<file path="src/sv/uvcfa_pkg.sv">
`default_nettype none

package uvcfa_pkg;

   // Fixed field widths.
   localparam int CHUNK_W  = 10;
   localparam int FRAME_W  = 24;
   localparam int FILL_W   = 25;
   localparam int IVL_W    = 20;
   localparam int TIME_W   = 40;
   localparam int SEQ_W    = 32;
   localparam int CSR_IDX_W = 2;
   localparam int CSR_DATA_W = 24;

   // Smallest legal header length.
   localparam logic [7:0] MIN_HEADER = 8'd2;

   // Bits of the header info byte.
   localparam int INFO_FID_BIT = 0;
   localparam int INFO_EOF_BIT = 1;
   localparam int INFO_ERR_BIT = 6;

   // Configuration register indexes.
   localparam logic [CSR_IDX_W-1:0] CSR_FRAME_BYTES   = 2'd0;
   localparam logic [CSR_IDX_W-1:0] CSR_INTERVAL_LOW  = 2'd1;
   localparam logic [CSR_IDX_W-1:0] CSR_INTERVAL_HIGH = 2'd2;

   // Register values after reset.
   localparam logic [FRAME_W-1:0] FRAME_BYTES_RESET   = 24'd405000;
   localparam logic [IVL_W-1:0]   INTERVAL_LOW_RESET  = 20'd16666;
   localparam logic [IVL_W-1:0]   INTERVAL_HIGH_RESET = 20'd200000;

   // Result kinds.
   localparam logic KIND_WRITE   = 1'b0;
   localparam logic KIND_DELIVER = 1'b1;

   typedef struct packed {
      logic [FRAME_W-1:0] frame_bytes;
      logic [IVL_W-1:0]   interval_low;
      logic [IVL_W-1:0]   interval_high;
   } uvcfa_cfg_type;

   typedef struct packed {
      logic               fid_seen;
      logic               current_fid;
      logic               synced;
      logic               have_buffer;
      logic               last_end_valid;
      logic [FILL_W-1:0]  fill_offset;
      logic [SEQ_W-1:0]   seq_counter;
      logic [TIME_W-1:0]  last_end_time;
      logic [IVL_W-1:0]   smoothed;
   } uvcfa_frame_state_type;

   typedef struct packed {
      uvcfa_frame_state_type st;
      logic                  deliver;
      logic [SEQ_W-1:0]      seq;
   } uvcfa_end_type;

   typedef struct packed {
      logic               kind;
      logic [FRAME_W-1:0] write_offset;
      logic [7:0]         pixel_byte;
      logic               claimed_buffer;
      logic [SEQ_W-1:0]   frame_sequence;
      logic [TIME_W-1:0]  frame_time_us;
      logic [IVL_W-1:0]   avg_interval_us;
      logic               last;
   } uvcfa_result_type;

   typedef struct packed {
      logic [1:0]       count;
      uvcfa_result_type first;
      uvcfa_result_type second;
   } uvcfa_step_type;

   // Closes the current frame: updates the interval average, the sequence
   // counter and the buffer, and reports whether the frame goes out.
   function automatic uvcfa_end_type finish_frame(input uvcfa_frame_state_type st_i,
                                                  input logic [TIME_W-1:0] now,
                                                  input uvcfa_cfg_type cfg);
      uvcfa_end_type     r;
      logic [TIME_W-1:0] d;
      logic [IVL_W+2:0]  acc;
      logic              was_synced;
      r          = '0;
      r.st       = st_i;
      r.seq      = st_i.seq_counter;
      was_synced = st_i.synced;
      d          = now - st_i.last_end_time;
      acc        = {st_i.smoothed, 3'b000} - {3'b000, st_i.smoothed}
                   + {3'b000, d[IVL_W-1:0]};
      if (st_i.last_end_valid &&
          d >= {20'd0, cfg.interval_low} && d <= {20'd0, cfg.interval_high}) begin
         if (st_i.smoothed != '0) begin
            r.st.smoothed = acc[IVL_W+2:3];
         end else begin
            r.st.smoothed = d[IVL_W-1:0];
         end
      end
      r.st.last_end_time  = now;
      r.st.last_end_valid = 1'b1;
      r.st.synced         = 1'b1;
      if (!was_synced &&
          (!st_i.have_buffer || st_i.fill_offset != {1'b0, cfg.frame_bytes})) begin
         if (st_i.have_buffer) begin
            r.st.fill_offset = '0;
         end
      end else begin
         r.st.seq_counter = st_i.seq_counter + 32'd1;
         if (st_i.have_buffer) begin
            if (st_i.fill_offset != {1'b0, cfg.frame_bytes}) begin
               r.st.fill_offset = '0;
            end else begin
               r.deliver        = 1'b1;
               r.st.have_buffer = 1'b0;
               r.st.fill_offset = '0;
            end
         end
      end
      return r;
   endfunction

   function automatic uvcfa_result_type make_delivery(input logic [SEQ_W-1:0] seq,
                                                      input logic [TIME_W-1:0] now,
                                                      input logic [IVL_W-1:0] avg);
      uvcfa_result_type r;
      r                 = '0;
      r.kind            = KIND_DELIVER;
      r.frame_sequence  = seq;
      r.frame_time_us   = now;
      r.avg_interval_us = avg;
      return r;
   endfunction

   function automatic uvcfa_result_type make_write(input logic [FRAME_W-1:0] off,
                                                   input logic [7:0] data,
                                                   input logic claimed);
      uvcfa_result_type r;
      r                = '0;
      r.kind           = KIND_WRITE;
      r.write_offset   = off;
      r.pixel_byte     = data;
      r.claimed_buffer = claimed;
      return r;
   endfunction

endpackage

`default_nettype wire

</file>
<file path="src/sv/uvcfa_deframer.sv">
`default_nettype none

// Packet header parsing and frame assembly state. Works out the full state
// update and up to two results for one byte combinationally.
module uvcfa_deframer #(
   parameter int PACKET_SPAN = 512
) (
   input  wire logic                         clock,
   input  wire logic                         reset,
   input  wire logic                         step_en,
   input  wire logic [7:0]                   data_byte,
   input  wire logic [uvcfa_pkg::CHUNK_W-1:0] chunk_len,
   input  wire logic                         buffer_available,
   input  wire logic [uvcfa_pkg::TIME_W-1:0] time_us,
   input  wire uvcfa_pkg::uvcfa_cfg_type     cfg,
   output uvcfa_pkg::uvcfa_step_type         step
);

   localparam int POS_W = $clog2(PACKET_SPAN);
   localparam int CMP_W = ($clog2(PACKET_SPAN + 1) > uvcfa_pkg::CHUNK_W) ?
                          $clog2(PACKET_SPAN + 1) : uvcfa_pkg::CHUNK_W;

   logic [POS_W-1:0] pos_ff, pos_in;
   logic [7:0]       hlen_ff, hlen_in;
   logic             skip_ff, skip_in;
   logic             err_ff, err_in;
   logic             eof_ff, eof_in;
   logic             drop_ff, drop_in;
   uvcfa_pkg::uvcfa_frame_state_type fs_ff, fs_in;

   uvcfa_pkg::uvcfa_end_type end_a, end_b;
   logic [CMP_W-1:0] clen;
   logic [CMP_W-1:0] pos_x;
   logic [CMP_W-1:0] hlen_x;
   logic             pkt_end;
   logic             fid;
   logic             append_go;

   always_comb begin
      clen    = (CMP_W'(chunk_len) > CMP_W'(PACKET_SPAN)) ?
                CMP_W'(PACKET_SPAN) : CMP_W'(chunk_len);
      pos_x   = CMP_W'(pos_ff);
      hlen_x  = CMP_W'(hlen_ff);
      pkt_end = (pos_x + CMP_W'(1)) >= clen;
      fid     = data_byte[uvcfa_pkg::INFO_FID_BIT];

      pos_in    = pos_ff;
      hlen_in   = hlen_ff;
      skip_in   = skip_ff;
      err_in    = err_ff;
      eof_in    = eof_ff;
      drop_in   = drop_ff;
      fs_in     = fs_ff;
      end_a     = '0;
      end_b     = '0;
      append_go = 1'b0;
      step      = '0;

      if (pos_ff == '0) begin
         skip_in = (data_byte < uvcfa_pkg::MIN_HEADER) || (CMP_W'(data_byte) > clen);
         err_in  = 1'b0;
         eof_in  = 1'b0;
         drop_in = 1'b0;
         hlen_in = data_byte;
      end else if (!skip_ff) begin
         if (pos_ff == POS_W'(1)) begin
            eof_in = data_byte[uvcfa_pkg::INFO_EOF_BIT];
            if (fs_ff.fid_seen && fid != fs_ff.current_fid) begin
               end_a = uvcfa_pkg::finish_frame(fs_in, time_us, cfg);
               fs_in = end_a.st;
               if (end_a.deliver) begin
                  step.first = uvcfa_pkg::make_delivery(end_a.seq, time_us,
                                                        end_a.st.smoothed);
                  step.count = 2'd1;
               end
            end
            fs_in.current_fid = fid;
            fs_in.fid_seen    = 1'b1;
            if (data_byte[uvcfa_pkg::INFO_ERR_BIT]) begin
               err_in = 1'b1;
               if (fs_in.have_buffer) begin
                  fs_in.fill_offset = {1'b0, cfg.frame_bytes} + 25'd1;
               end
            end
         end else if (pos_x >= hlen_x && !err_ff && !drop_ff) begin
            // Payload byte: claim a buffer on the first byte if none is held.
            append_go = 1'b1;
            if (!fs_ff.have_buffer) begin
               if (pos_x == hlen_x && buffer_available) begin
                  fs_in.have_buffer = 1'b1;
                  fs_in.fill_offset = '0;
               end else begin
                  drop_in   = 1'b1;
                  append_go = 1'b0;
               end
            end
            if (append_go) begin
               if (fs_in.fill_offset >= {1'b0, cfg.frame_bytes}) begin
                  fs_in.fill_offset = {1'b0, cfg.frame_bytes} + 25'd1;
               end else begin
                  step.first = uvcfa_pkg::make_write(fs_in.fill_offset[23:0], data_byte,
                                                     !fs_ff.have_buffer);
                  step.count = 2'd1;
                  fs_in.fill_offset = fs_in.fill_offset + 25'd1;
               end
            end
         end
      end

      if (pkt_end) begin
         if (!skip_in && pos_ff != '0 && eof_in) begin
            end_b = uvcfa_pkg::finish_frame(fs_in, time_us, cfg);
            fs_in = end_b.st;
            if (end_b.deliver) begin
               if (step.count == 2'd0) begin
                  step.first = uvcfa_pkg::make_delivery(end_b.seq, time_us,
                                                        end_b.st.smoothed);
               end else begin
                  step.second = uvcfa_pkg::make_delivery(end_b.seq, time_us,
                                                         end_b.st.smoothed);
               end
               step.count = step.count + 2'd1;
            end
            fs_in.fid_seen = 1'b0;
         end
         pos_in = '0;
      end else begin
         pos_in = pos_ff + POS_W'(1);
      end

      if (step.count == 2'd1) begin
         step.first.last = 1'b1;
      end
      if (step.count == 2'd2) begin
         step.second.last = 1'b1;
      end
   end

   always_ff @(posedge clock) begin
      if (reset) begin
         pos_ff  <= '0;
         hlen_ff <= '0;
         skip_ff <= 1'b0;
         err_ff  <= 1'b0;
         eof_ff  <= 1'b0;
         drop_ff <= 1'b0;
         fs_ff   <= '0;
      end else if (step_en) begin
         pos_ff  <= pos_in;
         hlen_ff <= hlen_in;
         skip_ff <= skip_in;
         err_ff  <= err_in;
         eof_ff  <= eof_in;
         drop_ff <= drop_in;
         fs_ff   <= fs_in;
      end
   end

endmodule

`default_nettype wire

</file>
<file path="src/sv/uvcfa_result_queue.sv">
`default_nettype none

// Two-entry result buffer. It is loaded only when it will be empty after
// this cycle's pop, so a load always starts at slot zero.
module uvcfa_result_queue (
   input  wire logic                       clock,
   input  wire logic                       reset,
   input  wire logic                       load,
   input  wire uvcfa_pkg::uvcfa_step_type  step,
   output logic                            can_load,
   output logic                            out_valid,
   input  wire logic                       out_ready,
   output uvcfa_pkg::uvcfa_result_type     out_result
);

   uvcfa_pkg::uvcfa_result_type slot_ff [2];
   uvcfa_pkg::uvcfa_result_type slot_in [2];
   logic       head_ff, head_in;
   logic [1:0] count_ff, count_in;
   logic       pop;

   always_comb begin
      out_valid  = count_ff != 2'd0;
      out_result = slot_ff[head_ff];
      pop        = out_valid && out_ready;
      can_load   = (count_ff == 2'd0) || (count_ff == 2'd1 && out_ready);

      slot_in[0] = slot_ff[0];
      slot_in[1] = slot_ff[1];
      head_in    = head_ff;
      count_in   = count_ff;
      if (load) begin
         slot_in[0] = step.first;
         slot_in[1] = step.second;
         head_in    = 1'b0;
         count_in   = step.count;
      end else if (pop) begin
         head_in  = ~head_ff;
         count_in = count_ff - 2'd1;
      end
   end

   always_ff @(posedge clock) begin
      slot_ff[0] <= slot_in[0];
      slot_ff[1] <= slot_in[1];
      if (reset) begin
         head_ff  <= 1'b0;
         count_ff <= 2'd0;
      end else begin
         head_ff  <= head_in;
         count_ff <= count_in;
      end
   end

endmodule

`default_nettype wire

</file>
<file path="src/sv/uvc_payload_frame_assembler.sv">
// UVC payload frame assembler. Bytes of a camera bulk stream arrive one per
// req_ transfer, cut into packets of req_chunk_len bytes (at most PACKET_SPAN).
// Each packet's header (length byte, then info byte with FID, EOF and ERR) is
// stripped, and payload bytes come out as rsp_ write transfers at a running
// frame offset; a frame that holds exactly the configured byte count is
// announced by a delivery transfer carrying its sequence number, end time and
// a 7/8 moving average of the frame interval. rsp_last marks the final result
// of one input byte. Each byte is resolved in the cycle it is taken and its
// results are offered from the next cycle on, through a two-entry result
// buffer between the sides: with rsp_ready held high, a byte that yields zero
// or one result is taken every cycle, and a byte that yields two results (a
// payload write followed by an end-of-frame delivery) holds off the next byte
// while the buffer drains. Configuration is written through csr_, and the
// user must do so only while idle; the block has no check for this.
`default_nettype none

module uvc_payload_frame_assembler #(
   parameter int PACKET_SPAN = 512
) (
   input  wire logic                            clock,
   input  wire logic                            reset,

   input  wire logic                            req_valid,
   output logic                                 req_ready,
   input  wire logic [7:0]                      req_data_byte,
   input  wire logic [uvcfa_pkg::CHUNK_W-1:0]   req_chunk_len,
   input  wire logic                            req_buffer_available,
   input  wire logic [uvcfa_pkg::TIME_W-1:0]    req_time_us,

   output logic                                 rsp_valid,
   input  wire logic                            rsp_ready,
   output logic                                 rsp_kind,
   output logic [uvcfa_pkg::FRAME_W-1:0]        rsp_write_offset,
   output logic [7:0]                           rsp_pixel_byte,
   output logic                                 rsp_claimed_buffer,
   output logic [uvcfa_pkg::SEQ_W-1:0]          rsp_frame_sequence,
   output logic [uvcfa_pkg::TIME_W-1:0]         rsp_frame_time_us,
   output logic [uvcfa_pkg::IVL_W-1:0]          rsp_avg_interval_us,
   output logic                                 rsp_last,

   input  wire logic                            csr_we,
   input  wire logic [uvcfa_pkg::CSR_IDX_W-1:0] csr_index,
   input  wire logic [uvcfa_pkg::CSR_DATA_W-1:0] csr_wdata
);

   uvcfa_pkg::uvcfa_cfg_type    cfg_ff, cfg_in;
   uvcfa_pkg::uvcfa_step_type   step;
   uvcfa_pkg::uvcfa_result_type result;
   logic                        can_load;
   logic                        accept;

   // Configuration registers, each written whole on its index.
   always_comb begin
      cfg_in = cfg_ff;
      if (csr_we) begin
         case (csr_index)
            uvcfa_pkg::CSR_FRAME_BYTES: begin
               cfg_in.frame_bytes = csr_wdata;
            end
            uvcfa_pkg::CSR_INTERVAL_LOW: begin
               cfg_in.interval_low = csr_wdata[uvcfa_pkg::IVL_W-1:0];
            end
            uvcfa_pkg::CSR_INTERVAL_HIGH: begin
               cfg_in.interval_high = csr_wdata[uvcfa_pkg::IVL_W-1:0];
            end
            default: begin
               cfg_in = cfg_ff;
            end
         endcase
      end
   end

   always_ff @(posedge clock) begin
      if (reset) begin
         cfg_ff.frame_bytes   <= uvcfa_pkg::FRAME_BYTES_RESET;
         cfg_ff.interval_low  <= uvcfa_pkg::INTERVAL_LOW_RESET;
         cfg_ff.interval_high <= uvcfa_pkg::INTERVAL_HIGH_RESET;
      end else begin
         cfg_ff <= cfg_in;
      end
   end

   // A byte is taken only when the result buffer will have room for both of
   // the results it might produce.
   assign req_ready = can_load;
   assign accept    = req_valid && can_load;

   uvcfa_deframer #(
      .PACKET_SPAN(PACKET_SPAN)
   ) u_deframer (
      .clock            (clock),
      .reset            (reset),
      .step_en          (accept),
      .data_byte        (req_data_byte),
      .chunk_len        (req_chunk_len),
      .buffer_available (req_buffer_available),
      .time_us          (req_time_us),
      .cfg              (cfg_ff),
      .step             (step)
   );

   uvcfa_result_queue u_result_queue (
      .clock      (clock),
      .reset      (reset),
      .load       (accept),
      .step       (step),
      .can_load   (can_load),
      .out_valid  (rsp_valid),
      .out_ready  (rsp_ready),
      .out_result (result)
   );

   assign rsp_kind            = result.kind;
   assign rsp_write_offset    = result.write_offset;
   assign rsp_pixel_byte      = result.pixel_byte;
   assign rsp_claimed_buffer  = result.claimed_buffer;
   assign rsp_frame_sequence  = result.frame_sequence;
   assign rsp_frame_time_us   = result.frame_time_us;
   assign rsp_avg_interval_us = result.avg_interval_us;
   assign rsp_last            = result.last;

endmodule

`default_nettype wire

</file>
<file path="config.mk">
export PLATFORM = sky130hd
export DESIGN_NAME = uvc_payload_frame_assembler
export DESIGN_NICKNAME = d
export VERILOG_FILES = /design/src/sv/uvcfa_pkg.sv /design/src/sv/uvcfa_deframer.sv /design/src/sv/uvcfa_result_queue.sv /design/src/sv/uvc_payload_frame_assembler.sv
export SDC_FILE = /design/constraint.sdc
export NUM_CORES = 2
export LEC_CHECK = 0
export ABC_CLOCK_PERIOD_IN_PS = 10030
export BUFFER_PORTS_ARGS = -buffer_cell sky130_fd_sc_hd__buf_2
export CAP_MARGIN = 20
export CORE_MARGIN = 8
export CORE_UTILIZATION = 50
export DETAILED_ROUTE_END_ITERATION = 16
export GPL_TIMING_DRIVEN = 1
export PLACE_DENSITY = 0.68
export SLEW_MARGIN = 25
export SYNTH_ARGS = -nofsm -noshare
export SYNTH_HDL_FRONTEND = slang
export SYNTH_SLANG_ARGS = --single-unit
</file>
<file path="constraint.sdc">
create_clock -name clock -period 10.03 [get_ports clock]
set_input_delay 1.003 -clock clock [delete_from_list [all_inputs] [get_ports clock]]
set_output_delay 1.003 -clock clock [all_outputs]
set_load 0.02 [all_outputs]
</file>
==> metrics.md <==
| Metric | Value |
|---|---|
| Run status | finished, final reports clean |
| EDFF count, synth | 221 |
| TritonCTS buffer count | 50 |
| RSZ-0062 raised after global routing | false |
| IO Pins | 219 |
| Total die area | 77290 um2 |
| Syn Inst Count | slightly above 4k |
| Post-detailed-route wirelength per cell | roughly 22 um |
| Initial core utilization | about half |
| Reg clk slew, reported paths | around 60 ps |
| Final RePlAce weighted congestion | 1.066 |
| Final total power | 5.253 mW |
| Total routed wirelength | approximately 120000 um |
| Total number of nets in the final design | approximately 4.6k |
| Synthesis warning total | 0 |
| Delay of the slowest cell on the worst path | ~560 ps |
| Via count of the first global-routing pass | around 30k |
| Worst-Skew Late Latency | between 600 and 700 ps |
| Hold violation count in the final report | 0 |
| Worst Path Max Fanout | 5 |
| DRC viols | 0 |
| Data arrival time of the critical path | 9700 ps |
| Number of antenna violations at the first check in global routing | 0 |
| Most prevalent standard cell on the critical path | sky130_fd_sc_hd__o21ai_0 |
| Die H | around 280 um |
| Final critical-path share of the clock period | between 90 and 100% |
| Area growth syn-to-layout | 10.65% |
| Mean cell area of the mapped netlist | ~8.4 um2 |
| Number of placement rows | 96 |
| Leading cell type by number of instances after synthesis | sky130_fd_sc_hd__nand2_1 |
| Type of element capturing the critical path | register |
| Slew Viols, Final | 0 |
| Post-synth design cell area | 34320 um2 |
| Drt first-iter violations | just over 3k |
| Final setup violation count | 0 |
| Class of the most critical setup path | in -> reg |
| Post-CTS repair timing setup buffer count | 0 |
| Wire length of the first global-routing pass | around 180000 um |
| Global-route usage over all layers | 28.34% |
| Number of buffers on the longest clock path | 3 |
| Distinct cell type count after synthesis | 99 |
| Sinks on the clock net | 432 |
| Max-capacitance violation count | 0 |
| Async set-reset flop share out of synthesis | 0% |
| Ratio of cells with drive above 1 in the final layout | 12.39% |
| CP required | about 10000 ps |
| Vias per inst | ~6 |
| Post-layout minimum cycle time | 9248 ps |
| Root buf cell | sky130_fd_sc_hd__clkbuf_16 |
| Seq cells post-synth | ~430 |
| Actual slew at the worst max-slew pin | between 1000 and 1500 ps |
| Area of the placeable core | just under 70000 um2 |
| Largest cells by area after synthesis | sky130_fd_sc_hd__edfxtp_1 19%, sky130_fd_sc_hd__dfxtp_1 12%, sky130_fd_sc_hd__ha_1 9.7% |
| Sequential-to-total area share from yosys stat | a little under a third |
| Kind of start point of the critical path | input pin |
| Filler instances | roughly 6.4k |
| Achievable clock frequency | 0.1081 GHz |
| Post-synthesis cell type with the largest combined area | sky130_fd_sc_hd__edfxtp_1 |
| Static leakage power | around 15 nW |
| TritonCTS clock tree | done |
| Power per cell area | 138.3 nW/um2 |
| Width of the die | 278.0 um |
| Predominant post-synthesis flop cell | sky130_fd_sc_hd__edfxtp_1 |
| H-tree levels | 2 |
| Residual antenna-violating net count after detailed routing | 0 |
| Largest vdd supply drop | 0.1381 mV |
| Yosys top cell area share | 19.34% |
| 1st-pass router iterations | 6 |
| Count of buffers from port buffering | ~220 |
| Via total after detailed routing | about 32k |
| Relative max-transition margin | 31.62% |
| Hold/Removal Path Class | reg -> reg |
| Cell at the slowest stage of the critical path | sky130_fd_sc_hd__fa_1 |
| Maximum number of pins on one net before global-route repair | 87 |
| Ranking of synthesized cells by instance count | 429 x sky130_fd_sc_hd__nand2_1, 327 x sky130_fd_sc_hd__a21oi_1, 317 x sky130_fd_sc_hd__nor2_1, 283 x sky130_fd_sc_hd__inv_1, 265 x sky130_fd_sc_hd__ha_1 |
| Max Clock Skew | ~52 ps |
| Antenna cells | 0 |
| Half-perimeter wire length after placement | approximately 90000 um |
| Total nets after synthesis | ~4.5k |
| Total grt overflow | 0 |
| Setup total negative slack | 0 ps |
-- critical path: cells and delay by family --
kind                     cells  cell delay (ps)
AO/OA/AOI/OAI               18             3760
AND/OR/NAND/NOR              9             2370
adder cells (fa/ha/maj)      5             1800
buffers and inverters        5              560
XOR/XNOR                     1              210
-- metal layers --
metal  GRT usage (%)  vias to the layer above  wire length [um]
li1                -                    15010                 -
met5               0                        -                 0
met1           36.87                    14910             47930
met3           4.891                      261              9277
met2           46.27                     1337             52800
met4           12.11                        0              5402
-- cell type report --
class                   instances  area [um2]  share of cell area (%)
well taps                     882        1104                   2.906
clock buffers                  63        1300                   3.423
repair buffers                291        1658                   4.365
inverters                     284        1074                   2.827
clock inverters                31       337.8                  0.8895
flip-flops and latches        432       10860                   28.61
multi-input cells            3170       21640                   56.98
-- state kept, by name (all words and copies together) (netlist names), named ones only --
register / flops
u_deframer.eof_ff: 1
cfg_ff: 64
u_deframer.drop_ff: 1
u_deframer.fs_ff: 122
u_deframer.hlen_ff: 8
u_deframer.err_ff: 1
u_result_queue.slot_ff: 221
u_deframer.pos_ff: 9
u_result_queue.head_ff: 1
u_result_queue.count_ff: 2
-- timing repair --
| action | CTS | global route |
|---|---|---|
| hold buffers | 0 | 0 |
| hold endpoints to repair | 0 | 0 |
| setup endpoints to repair | 0 | 1 |
| gates resized for setup | 0 | 1 |
-- path summary, 6_finish.rpt --
path	depth (start not counted)	end	startpoint	slack, ps
setup / recovery	38	u_result_queue.slot_ff[0][20]	req_time_us[0]	780
setup reg to reg	33	u_result_queue.slot_ff[0][9]	u_deframer.pos_ff[0]	1020
hold reg to reg	2	cfg_ff[37]	cfg_ff[37]	460
hold / removal	2	cfg_ff[37]	cfg_ff[37]	460
-- power by group --
| group | total, mW | internal [mW] | switching [mW] | leakage [nW] |
|---|---|---|---|---|
| logic | 1.42 | 0.506 | 0.916 | 10.1 |
| clock network | 1.83 | 1.04 | 0.790 | 0.790 |
| registers | 2.00 | 1.95 | 0.0483 | 3.94 |
| total | 5.25 | 3.50 | 1.75 | 14.8 |
-- metrics by stage --
step | std cells | hold WS, ps | utilization, % | setup slack (ps) | instance area, um2
finish | 5153 | 456.0 | 55.67 | 781.8 | 37980
global route | 5153 | 470.4 | 55.67 | 217.5 | 37980
CTS | 5153 | 456.0 | 55.65 | 897.8 | 37970
detailed placement | 5059 | 447.8 | 53.25 | 293.6 | 36330
global placement | 5059 | 443.6 | 53.25 | 477.4 | 36330
floorplan | 4106 | 436.3 | - | 972.2 | 34320
-- placed cells by master, fill, tap and decap left out, types with 46 or more instances in the layout --
cell / netlist / layout
sky130_fd_sc_hd__nand3_1: 98 / 97
sky130_fd_sc_hd__mux2i_1: 70 / 70
sky130_fd_sc_hd__buf_2: 5 / 217
sky130_fd_sc_hd__ha_1: 265 / 265
sky130_fd_sc_hd__buf_4: 0 / 72
sky130_fd_sc_hd__nor3_1: 71 / 67
sky130_fd_sc_hd__xor2_1: 78 / 77
sky130_fd_sc_hd__inv_1: 283 / 282
sky130_fd_sc_hd__nand2_1: 429 / 427
sky130_fd_sc_hd__and3_1: 46 / 46
sky130_fd_sc_hd__and2_1: 76 / 76
sky130_fd_sc_hd__mux2_2: 112 / 112
sky130_fd_sc_hd__o21ai_0: 220 / 218
sky130_fd_sc_hd__nor2b_1: 116 / 116
sky130_fd_sc_hd__a21o_1: 79 / 79
sky130_fd_sc_hd__nor2_1: 317 / 313
sky130_fd_sc_hd__clkbuf_16: 0 / 50
sky130_fd_sc_hd__edfxtp_1: 221 / 221
sky130_fd_sc_hd__xnor2_1: 136 / 136
sky130_fd_sc_hd__a21oi_1: 327 / 326
sky130_fd_sc_hd__dfxtp_1: 211 / 210
sky130_fd_sc_hd__nand4_1: 84 / 84
-- cells by family after synthesis --
kind of cell | after synthesis | synth area share [%]
xor+xnor | 214 | 5.461
simple gates | 1449 | 20.95
fa+ha+maj | 300 | 11.70
buf+inv | 504 | 5.574
mux | 184 | 5.792
flops | 432 | 31.64
compound gates | 1023 | 18.88
Power figures use the tool's default switching activity.
